$ cat src/rtl/core/sdpg_pkg.sv
// sdpg_pkg: shared types and constants for the step/direction pulse generator
// depends on nothing; imported by step_dir_pulse_generator_core and tb
package sdpg_pkg;

  // default widths for the position counter and the step period
  localparam int POSITION_WIDTH_DEF = 32;
  localparam int PERIOD_WIDTH_DEF   = 16;

  // command field width
  localparam int FUNC_WIDTH = 3;

  // reset level of the up-direction polarity register
  localparam logic UP_LEVEL_RST = 1'b1;

  // command codes carried in tuser
  typedef enum logic [FUNC_WIDTH-1:0] {
    FUNC_TICK   = 3'd0,
    FUNC_UP     = 3'd1,
    FUNC_DOWN   = 3'd2,
    FUNC_STOP   = 3'd3,
    FUNC_ZERO   = 3'd4,
    FUNC_HOME   = 3'd5
  } func_t;

  // signed motion direction codes
  localparam logic signed [1:0] DIR_STOP = 2'sb00;
  localparam logic signed [1:0] DIR_DOWN = 2'sb01;
  localparam logic signed [1:0] DIR_UP   = 2'sb11;

endpackage

$ cat src/rtl/core/step_dir_pulse_generator_core.sv
// step_dir_pulse_generator_core: stepper step/direction generator, one command per transfer
// depends on sdpg_pkg (command codes, direction codes, default widths)
//
//   channel | ports                      | payload
//   --------+----------------------------+----------------------------------------------
//   input   | in_tvalid/in_tready        | tuser: func; tdata: period_us
//   result  | out_tvalid/out_tready      | tdata: step_out, dir_out, position, direction,
//           |                            |        homing (lowest bit first, zero padded)
//   config  | cfg_wr_en/cfg_wr_data      | up_level
//
// one command per clock while the result stream does not stall: an input register feeds
// the next-state logic (one position add/subtract and one period compare) into the result
// register, which loads the command's result when the output stage can take it
// a stalled result holds the output register; the input register still fills,
// so input stalls only when both stages are full and out_tready is low
// rst_n (synchronous) stops motion, zeroes position and sets up_level to 1
module step_dir_pulse_generator_core #(
  parameter int POSITION_WIDTH = sdpg_pkg::POSITION_WIDTH_DEF,
  parameter int PERIOD_WIDTH   = sdpg_pkg::PERIOD_WIDTH_DEF,
  localparam int OUT_BITS      = POSITION_WIDTH + 5,
  localparam int OUT_TDATA_W   = ((OUT_BITS + 7) / 8) * 8,
  localparam int IN_TDATA_W    = ((PERIOD_WIDTH + 7) / 8) * 8
) (
  input  logic                                 clk,
  input  logic                                 rst_n,
  // input stream
  input  logic                                 in_tvalid,
  output logic                                 in_tready,
  input  logic [IN_TDATA_W-1:0]                in_tdata,   // period_us
  input  logic [sdpg_pkg::FUNC_WIDTH-1:0]      in_tuser,   // func
  // result stream
  output logic                                 out_tvalid,
  input  logic                                 out_tready,
  // step_out, dir_out, position, direction, homing, then zero fill
  output logic [OUT_TDATA_W-1:0]               out_tdata,
  // configuration
  input  logic                                 cfg_wr_en,
  input  logic                                 cfg_wr_data  // up_level
);

  import sdpg_pkg::*;

  // input register
  logic                          s1_valid_r;
  logic [FUNC_WIDTH-1:0]         s1_func_r;
  logic [PERIOD_WIDTH-1:0]       s1_period_r;

  // motion state
  logic [PERIOD_WIDTH-1:0]       phase_r, phase_nxt;
  logic [PERIOD_WIDTH-1:0]       period_r, period_nxt;
  logic [POSITION_WIDTH-1:0]     pos_r, pos_nxt;
  logic signed [1:0]             dir_r, dir_nxt;
  logic                          dir_level_r, dir_level_nxt;
  logic                          homing_r, homing_nxt;
  logic                          up_level_r;

  // result register
  logic                          out_valid_r;
  logic [OUT_TDATA_W-1:0]        out_tdata_r, out_tdata_nxt;

  // handshake
  logic                          out_load;
  logic                          s1_load;
  logic                          s1_fire;

  // working values
  logic [PERIOD_WIDTH-1:0]       period_fix;
  logic [PERIOD_WIDTH-1:0]       phase_inc;
  logic [POSITION_WIDTH-1:0]     pos_step;
  logic                          pos_not_pos;
  logic                          step_nxt;
  func_t                         func;

  // pipeline flow control
  assign out_load  = !out_valid_r || out_tready;
  assign s1_fire   = s1_valid_r && out_load;
  assign in_tready = !s1_valid_r || out_load;
  assign s1_load   = in_tvalid && in_tready;

  assign out_tvalid = out_valid_r;
  assign out_tdata  = out_tdata_r;

  // command decode helpers
  assign func        = func_t'(s1_func_r);
  assign period_fix  = (s1_period_r == '0) ? PERIOD_WIDTH'(1) : s1_period_r;
  assign phase_inc   = phase_r + PERIOD_WIDTH'(1);
  assign pos_step    = (dir_r == DIR_DOWN) ? (pos_r + POSITION_WIDTH'(1))
                                           : (pos_r - POSITION_WIDTH'(1));
  assign pos_not_pos = (pos_r == '0) || pos_r[POSITION_WIDTH-1];

  // next motion state for the command in the input register
  always_comb begin
    phase_nxt     = phase_r;
    period_nxt    = period_r;
    pos_nxt       = pos_r;
    dir_nxt       = dir_r;
    dir_level_nxt = dir_level_r;
    homing_nxt    = homing_r;
    case (func)
      FUNC_TICK: begin
        if (dir_r != DIR_STOP) begin
          if (phase_inc >= period_r) begin
            phase_nxt = '0;
            pos_nxt   = pos_step;
            // homing ends once the position is zero or below
            if (homing_r && ((pos_step == '0) || pos_step[POSITION_WIDTH-1])) begin
              dir_nxt    = DIR_STOP;
              homing_nxt = 1'b0;
            end
          end else begin
            phase_nxt = phase_inc;
          end
        end
      end
      FUNC_UP: begin
        period_nxt    = period_fix;
        phase_nxt     = '0;
        dir_nxt       = DIR_UP;
        dir_level_nxt = up_level_r;
        homing_nxt    = 1'b0;
      end
      FUNC_DOWN: begin
        period_nxt    = period_fix;
        phase_nxt     = '0;
        dir_nxt       = DIR_DOWN;
        dir_level_nxt = !up_level_r;
        homing_nxt    = 1'b0;
      end
      FUNC_STOP: begin
        phase_nxt  = '0;
        dir_nxt    = DIR_STOP;
        homing_nxt = 1'b0;
      end
      FUNC_ZERO: begin
        pos_nxt = '0;
        if (homing_r) begin
          phase_nxt  = '0;
          dir_nxt    = DIR_STOP;
          homing_nxt = 1'b0;
        end
      end
      FUNC_HOME: begin
        if (!pos_not_pos) begin
          period_nxt    = period_fix;
          phase_nxt     = '0;
          dir_nxt       = DIR_UP;
          dir_level_nxt = up_level_r;
          homing_nxt    = 1'b1;
        end else begin
          phase_nxt  = '0;
          dir_nxt    = DIR_STOP;
          homing_nxt = 1'b0;
        end
      end
      default: begin
      end
    endcase
  end

  // result packing: step is high for the first half of the period
  assign step_nxt = (dir_nxt != DIR_STOP) &&
                    ({phase_nxt, 1'b0} < {1'b0, period_nxt});

  always_comb begin
    out_tdata_nxt = '0;
    out_tdata_nxt[OUT_BITS-1:0] = {homing_nxt, dir_nxt, pos_nxt, dir_level_nxt, step_nxt};
  end

  // control and state registers
  always_ff @(posedge clk) begin
    if (!rst_n) begin
      s1_valid_r  <= 1'b0;
      out_valid_r <= 1'b0;
      phase_r     <= '0;
      period_r    <= PERIOD_WIDTH'(1);
      pos_r       <= '0;
      dir_r       <= DIR_STOP;
      dir_level_r <= 1'b0;
      homing_r    <= 1'b0;
      up_level_r  <= UP_LEVEL_RST;
    end else begin
      if (cfg_wr_en) begin
        up_level_r <= cfg_wr_data;
      end
      if (s1_load) begin
        s1_valid_r <= 1'b1;
      end else if (s1_fire) begin
        s1_valid_r <= 1'b0;
      end
      if (out_load) begin
        out_valid_r <= s1_valid_r;
      end
      if (s1_fire) begin
        phase_r     <= phase_nxt;
        period_r    <= period_nxt;
        pos_r       <= pos_nxt;
        dir_r       <= dir_nxt;
        dir_level_r <= dir_level_nxt;
        homing_r    <= homing_nxt;
      end
    end
  end

  // payload registers
  always_ff @(posedge clk) begin
    if (s1_load) begin
      s1_func_r   <= in_tuser;
      s1_period_r <= in_tdata[PERIOD_WIDTH-1:0];
    end
    if (s1_fire) begin
      out_tdata_r <= out_tdata_nxt;
    end
  end

  // homing only runs in the up direction
  assert property (@(posedge clk) disable iff (!rst_n) homing_r |-> (dir_r == DIR_UP))
    else $error("homing while not moving up");

  // stopped motion keeps the phase counter cleared
  assert property (@(posedge clk) disable iff (!rst_n) (dir_r == DIR_STOP) |-> (phase_r == '0))
    else $error("phase counter running while stopped");

  // phase always stays inside a nonzero period
  assert property (@(posedge clk) disable iff (!rst_n)
                   (period_r != '0) && (phase_r < period_r))
    else $error("phase counter outside period");

  // direction code is never the unused negative value
  assert property (@(posedge clk) disable iff (!rst_n) dir_r != 2'sb10)
    else $error("invalid direction code");

  // a result is loaded only when the input stage held a command
  assert property (@(posedge clk) disable iff (!rst_n)
                   (out_load && !s1_valid_r) |=> !out_valid_r)
    else $error("result valid without a command");

endmodule

$ cat config.mk
export PLATFORM = sky130hd
export DESIGN_NAME = step_dir_pulse_generator_core
export DESIGN_NICKNAME = d
export VERILOG_FILES = /design/src/rtl/core/sdpg_pkg.sv /design/src/rtl/core/step_dir_pulse_generator_core.sv
export SDC_FILE = /design/constraint.sdc
export NUM_CORES = 1
export LEC_CHECK = 0
export ABC_AREA = 1
export BUFFER_PORTS_ARGS = -buffer_cell sky130_fd_sc_hd__clkbuf_2
export CAP_MARGIN = 40
export CORE_AREA = 2 2 176 178
export CTS_CLUSTER_DIAMETER = 200
export DETAILED_ROUTE_END_ITERATION = 16
export DIE_AREA = 0 0 178 180
export GPL_TIMING_DRIVEN = 0
export HOLD_SLACK_MARGIN = 0.06
export PLACE_DENSITY = 0.6
export SLEW_MARGIN = 10
export SYNTH_ARGS = -nofsm -noshare
export SYNTH_HDL_FRONTEND = slang
export SYNTH_SLANG_ARGS = --single-unit
$ cat constraint.sdc
create_clock -name clk -period 3.98 [get_ports clk]
set_input_delay 0 -clock clk [delete_from_list [all_inputs] [get_ports clk]]
set_output_delay 0 -clock clk [all_outputs]
set_load 0.05 [all_outputs]
==> metrics.md, run 1 <==
| Metric | Value |
|---|---|
| Outcome | `finished, violations left` |
| Failing checks | `setup timing` |
| Worst IR Drop VDD | `229.6 uV` |
| Seq/Total Area, Yosys | `33.66%` |
| Synth Instances | `1355` |
| Core Box Area | `30190 um^2` |
| Total CTS buffers | `17` |
| Final instance area | `11560 um^2` |
| Post-synthesis async set-or-reset flop share | `0%` |
| Drt first pass iters | `5` |
| Synth top area cells | `edfxtp_1 18%, dfxtp_1 15%, nand2_1 13%` |
| Mean Syn Cell Area | `6.803 um^2` |
| HPWL after DPL | `between 20 and 25 mm` |
| Mapped cell area | `9218 um^2` |
| Die area | `32040 um^2` |
| Least-Margin Pin Slew | `792.4 ps` |
| Commonest non-fill, non-tap cell in the layout | `nand2_1` |
| Worst EP required | `4150 ps` |
| Switching Fraction | `approximately two fifths` |
| Number of synthesized flops with an enable pin | `56` |
| Final Power | `4.714 mW` |
| Hold Vio Cnt, Final | `0` |
| CP top delay family | `simple AND/OR/NAND/NOR gates` |
| CTS max path bufs | `2` |
| IO buf count | `63` |
| Leak | `5.852 nW` |
| Power per cell area | `roughly 410 nW/um^2` |
| Area after DPL | `10160 um^2` |
| Slack of the critical path | `-733.7 ps` |
| Final Instance Count excl. Fillers | `1903` |
| Max H-tree Level | `4` |
| Critical path launch point type | `flip-flop` |
| Crit Path Class | `flip-flop to flip-flop` |
| Proportion of power drawn by the clock network | `32.9%` |
| Total Routing Usage GR | `~18%` |
| RSZ-0062 raised after global routing | `true` |
| First-pass GRT wire length | `44.76 mm` |
| Share of layout cells above drive strength 1 | `about 15%` |
| Cell variety after synth | `45` |
| Internal power | `2.912 mW` |
| Initial antenna violation count | `0` |
| Final period util | `118.4%` |
| Global route overflow | `0` |
| Ys Warns | `0` |
| Dominant cell type by area after synthesis | `edfxtp_1` |
| Routed len/inst | `14.89 um` |
| Met2 wire length | `14.02 mm` |
| Placed cell count | `1818` |
| Clk slew on worst S/H paths | `60 ps` |
| Pre-CTS setup slack | `-1115 ps` |
| Routability cong. | `0.9149` |
| Max cap viols | `0` |
| Final Critical Period | `4714 ps` |
| Final ANT Viol Nets | `0` |
| Synth Register Bits | `around 130` |
| CP most frequent cell | `nand2_1` |
| CTS sink cnt | `127` |
| Starting density of the core | `30.53%` |
| Clock Latency Late Sink | `~430 ps` |
| Endpoints failing setup | `1` |
| NetSw | `1.802 mW` |
| Most frequent cells in the layout | `316 x nand2_1, 269 x inv_1, 108 x a21oi_1` |
| Max stage delay on crit path | `roughly 380 ps` |
| Hold Crit Class | `input port to flip-flop` |
| DRT iter0 DRCs | `between 600 and 700` |
| Main flop type after synthesis | `dfxtp_1` |
| Logic gate share of total power | `roughly 35%` |
| FP Rows | `64` |
| I/O pins | `67` |
| Via count | `9264` |
| Root buffer cell | `clkbuf_16` |
| Clock Skew | `10.04 ps` |
| Number of diodes | `0` |
| Slew HR | `47.17%` |
| WL met1 | `~12 mm` |
| Layout Nets | `1583` |
| Reg power frac | `32.4%` |
| WP data arrival | `4880 ps` |
| TritonCTS clock tree | `done` |
| Area share of the largest cell type after synthesis | `between 10% and 20%` |
| Met3 Wirelength | `1.286 mm` |
| Routed vias/inst | `4.868` |
| Die X | `178 um` |
| Worst Path Buf+Inv | `3` |
| Largest net degree at the start of global routing | `26` |
| Number of global-route vias before repair | `8813` |
| CP endpoint kind | `flip-flop` |
| Slew Limit Fails | `0` |
| Total Routed Length | `28.34 mm` |
| Slowest-stage cell, CP | `dfxtp_4` |
| Crit path max fanout | `4` |
| Number of remaining DRC errors | `0` |
| DR top layer | `met4` |
| Height of the die | `180 um` |
| Layout area overhead | `25.45%` |
| Max Fclk | `212.1 MHz` |
-- per-stage QoR --
stage | hold slack, ps | util (%) | TNS, ps
4_1_cts | 266.5 | 37.82 | -657.5
3_3_place_gp | 176.6 | 33.50 | -1720
2_1_floorplan | 98.87 | - | -129.6
6_report | 279.3 | 38.30 | -733.7
5_1_grt | 269.5 | 38.30 | -1067
3_5_place_dp | 178.6 | 33.66 | -1868
-- power groups by stage --
stage | combinational [mW] | clock (mW) | sequential, mW
floorplan | 1.04 | 0 | 1.60
global placement | 1.47 | 0 | 1.55
detailed placement | 1.49 | 0 | 1.55
CTS | 1.59 | 1.58 | 1.52
global route | 1.83 | 1.64 | 1.54
finish | 1.63 | 1.55 | 1.53
-- synth_stat cells (3+ instances only) --
library cell and count:
nor2_1 74, o21bai_1 3, nand3b_1 9, o32ai_1 5
nor2_2 6, nor3_2 3, nand3_2 3, clkbuf_1 31
inv_2 5, buf_2 6, nand4_1 18, o221ai_1 3
inv_1 273, xor2_1 16, buf_4 3, o21ai_1 3
dfxtp_1 71, nand2_1 320, o211ai_1 7, nor4_1 8
a21oi_1 110, a211oi_1 4, nand2_2 14, o22ai_1 35
xnor2_1 4, nor3_1 11, nand3_1 55, o21ai_0 113
ha_1 63, edfxtp_1 56
-- logic make-up after synthesis --
kind of cell / after synthesis / share of synthesized area [%]
other: 1 / 0.04068
and+or+nand+nor: 525 / 24.41
xor gates and xnor gates: 20 / 1.900
DFF: 127 / 33.66
adders and majority gates: 64 / 8.769
buffers and inverters: 321 / 13.28
AOI/OAI and AO/OA: 297 / 17.94
-- final timing paths --
check | start | endpoint | slack [ps] | cells after the start
max | phase_r[1] | out_tdata[0] | -730 | 31
min | in_tdata[0] | s1_period_r[0] | 280 | 2
max reg2reg | phase_r[1] | out_tdata[0] | -730 | 31
min reg2reg | out_tvalid | out_tvalid | 530 | 2
-- flip-flops by register name (all words and copies together), names as in the netlist --
name         flops
up_level_r       1
dir_r            2
s1_period_r     16
out_tdata       37
out_tvalid       1
homing_r         1
phase_r         16
s1_valid_r       1
pos_r           32
dir_level_r      1
period_r        16
func             3
-- what timing repair did --
action	4_1_cts	5_1_grt
pin swaps	30	11
buffers inserted	26	2
hold endpoints to repair	23	0
hold buffers	26	0
resized for setup	43	39
setup endpoints to repair	20	55
-- cell type report --
class	instances	area (um^2)
fillers	3163	18630
plain buffers	40	196.4
clock buffers	21	471.7
inverters	280	1069
well taps	396	495.5
multi-input cells	909	5268
clock inverters	11	107.6
flip-flops and latches	127	3115
repair buffers	119	840.8
-- layer usage --
metal,vias to the layer above,track usage [%]
li1,4702,-
met1,4256,21.82
met2,253,31.49
met3,53,2.496
met4,0,6.918
met5,-,0
(Power assumes the default switching activity.)
==> run 2: changes to the inputs <==
--- a/config.mk
+++ b/config.mk
@@ -6,7 +6,7 @@
 export NUM_CORES = 1
 export LEC_CHECK = 0
 export ABC_AREA = 1
-export BUFFER_PORTS_ARGS = -buffer_cell sky130_fd_sc_hd__clkbuf_2
+export BUFFER_PORTS_ARGS = -buffer_cell sky130_fd_sc_hd__buf_4
 export CAP_MARGIN = 40
 export CORE_AREA = 2 2 176 178
 export CTS_CLUSTER_DIAMETER = 200
==> run 2 against run 1 <==
  * The run still ends with setup timing left
  * Clock-buffer cell count is 3 lower
  * Clock power about the same
  * Core utilization is 0.42 points higher
  * Final cell count fell by 0.16%
  * Sequential cell count is the same
  * Maximum frequency up 2.8%
  * First-iteration DRC count is 0.16% lower
  * Global-route usage is 0.22 points higher
  * Largest cell class unchanged
==> metrics.md, run 2 (synthesized netlist as in run 1, its figures left out) <==
| Metric | Value |
|---|---|
| Outcome | `finished, violations left` |
| Failing checks | `setup timing` |
| FP Rows | `64` |
| Clk slew on worst S/H paths | `70 ps` |
| Routed len/inst | `14.99 um` |
| Number of diodes | `0` |
| Worst Path Buf+Inv | `2` |
| Layout Nets | `about 1.6k` |
| Slack of the critical path | `-604.4 ps` |
| Largest net degree at the start of global routing | `26` |
| CP endpoint kind | `flip-flop` |
| I/O pins | `67` |
| Routed vias/inst | `4.870` |
| Power per cell area | `406.6 nW/um^2` |
| Total Routed Length | `28.48 mm` |
| RSZ-0062 raised after global routing | `true` |
| Most frequent cells in the layout | `317 x nand2_1, 270 x inv_1, 108 x a21oi_1` |
| TritonCTS clock tree | `done` |
| First-pass GRT wire length | `approximately 45 mm` |
| Crit path max fanout | `4` |
| Max cap viols | `0` |
| CP top delay family | `simple AND/OR/NAND/NOR gates` |
| Height of the die | `180 um` |
| Share of layout cells above drive strength 1 | `14.89%` |
| Crit Path Class | `flip-flop to flip-flop` |
| Total Routing Usage GR | `18.10%` |
| CTS max path bufs | `2` |
| WP data arrival | `4750 ps` |
| Die area | `32040 um^2` |
| Slowest-stage cell, CP | `dfxtp_4` |
| Max stage delay on crit path | `370 ps` |
| Global route overflow | `0` |
| Worst EP required | `4150 ps` |
| Setup tns final | `-604.4 ps` |
| Endpoints failing setup | `1` |
| Total CTS buffers | `17` |
| Core Util, Final | `38.73%` |
| Final ANT Viol Nets | `0` |
| Commonest non-fill, non-tap cell in the layout | `nand2_1` |
| Pre-CTS setup slack | `-1097 ps` |
| Hold Vio Cnt, Final | `0` |
| Slew HR | `46.86%` |
| Max Fclk | `around 220 MHz` |
| Worst IR Drop VDD | `212.6 uV` |
| Core Box Area | `30190 um^2` |
| Routability cong. | `0.9080` |
| Via count | `9253` |
| Clock Latency Late Sink | `430 ps` |
| CTS sink cnt | `~130` |
| Number of global-route vias before repair | `8787` |
| Slew Limit Fails | `0` |
| Number of remaining DRC errors | `0` |
| Layout area overhead | `26.84%` |
| DRT iter0 DRCs | `631` |
| Initial antenna violation count | `0` |
| Final Critical Period | `4584 ps` |
| Least-Margin Pin Slew | `797.2 ps` |
| CP most frequent cell | `nand2_1` |
| Root buffer cell | `clkbuf_16` |
| Die X | `178 um` |
| Hold WS | `280.6 ps` |
| Critical path launch point type | `flip-flop` |
| Final period util | `115.2%` |
| IO buf count | `63` |
| Clock Skew | `~14 ps` |
| Hold Crit Class | `input port to flip-flop` |
| Starting density of the core | `between 30 and 40%` |
| Leak | `5.885 nW` |
| Max H-tree Level | `4` |
| Max FFs per register | `37` |
| Drt first pass iters | `5` |
| HPWL after DPL | `21.63 mm` |
run 2: cell types whose count changed in the layout (fill, tap and decap cells not counted), sizes merged:
cell | previous run | this run
clkinv | 6 | 8
buf | 39 | 99
clkbuf | 115 | 49
clkinvlp | 4 | 1
inv | 280 | 284
run 2: final cells by class:
type                    count  area [um^2]
fillers                  3163        18500
clock inverters            14        148.9
multi-input cells         909         5251
inverters                 280         1069
repair buffers            115        968.4
well taps                 396        495.5
plain buffers              41        203.9
clock buffers              18        439.2
flip-flops and latches    127         3115
run 2: layer usage:
| metal | track usage (%) | part of all wire (%) | up-vias |
|---|---|---|---|
| met5 | 0 | 0 | - |
| met4 | 6.098 | 2.7 | 0 |
| met3 | 2.517 | 4.1 | 58 |
| met2 | 31.32 | 49 | 227 |
| met1 | 22.93 | 44 | 4274 |
| li1 | - | - | 4694 |
run 2: through the flow:
step	power, mW	instances	area (um^2)
2_1_floorplan	2.641	1357	9303
3_3_place_gp	3.042	1816	10270
3_5_place_dp	3.066	1818	10320
4_1_cts	4.735	1896	11510
5_1_grt	5.043	1900	11690
6_report	4.754	1900	11690
run 2: repair_timing:
item                       4_1_cts  5_1_grt
setup endpoints to repair       22       55
buffers inserted                20        4
resized for setup               40       38
hold endpoints to repair        23        0
pin swaps                       29       23
hold buffers                    26        0
run 2: power breakdown:
part	leakage (nW)	switching (mW)	internal, mW
clock	0.289	0.685	0.900
combinational	4.46	1.09	0.555
sequential	1.13	0.0729	1.45
total	5.88	1.84	2.91
run 2: final timing paths:
kind	startpoint	endpoint	slack, ps	depth (start not counted)
setup / recovery	phase_r[0]	out_tdata[0]	-600	30
hold / removal	in_tdata[2]	s1_period_r[2]	280	2
setup reg to reg	phase_r[0]	out_tdata[0]	-600	30
hold reg to reg	out_tvalid	out_tvalid	510	2
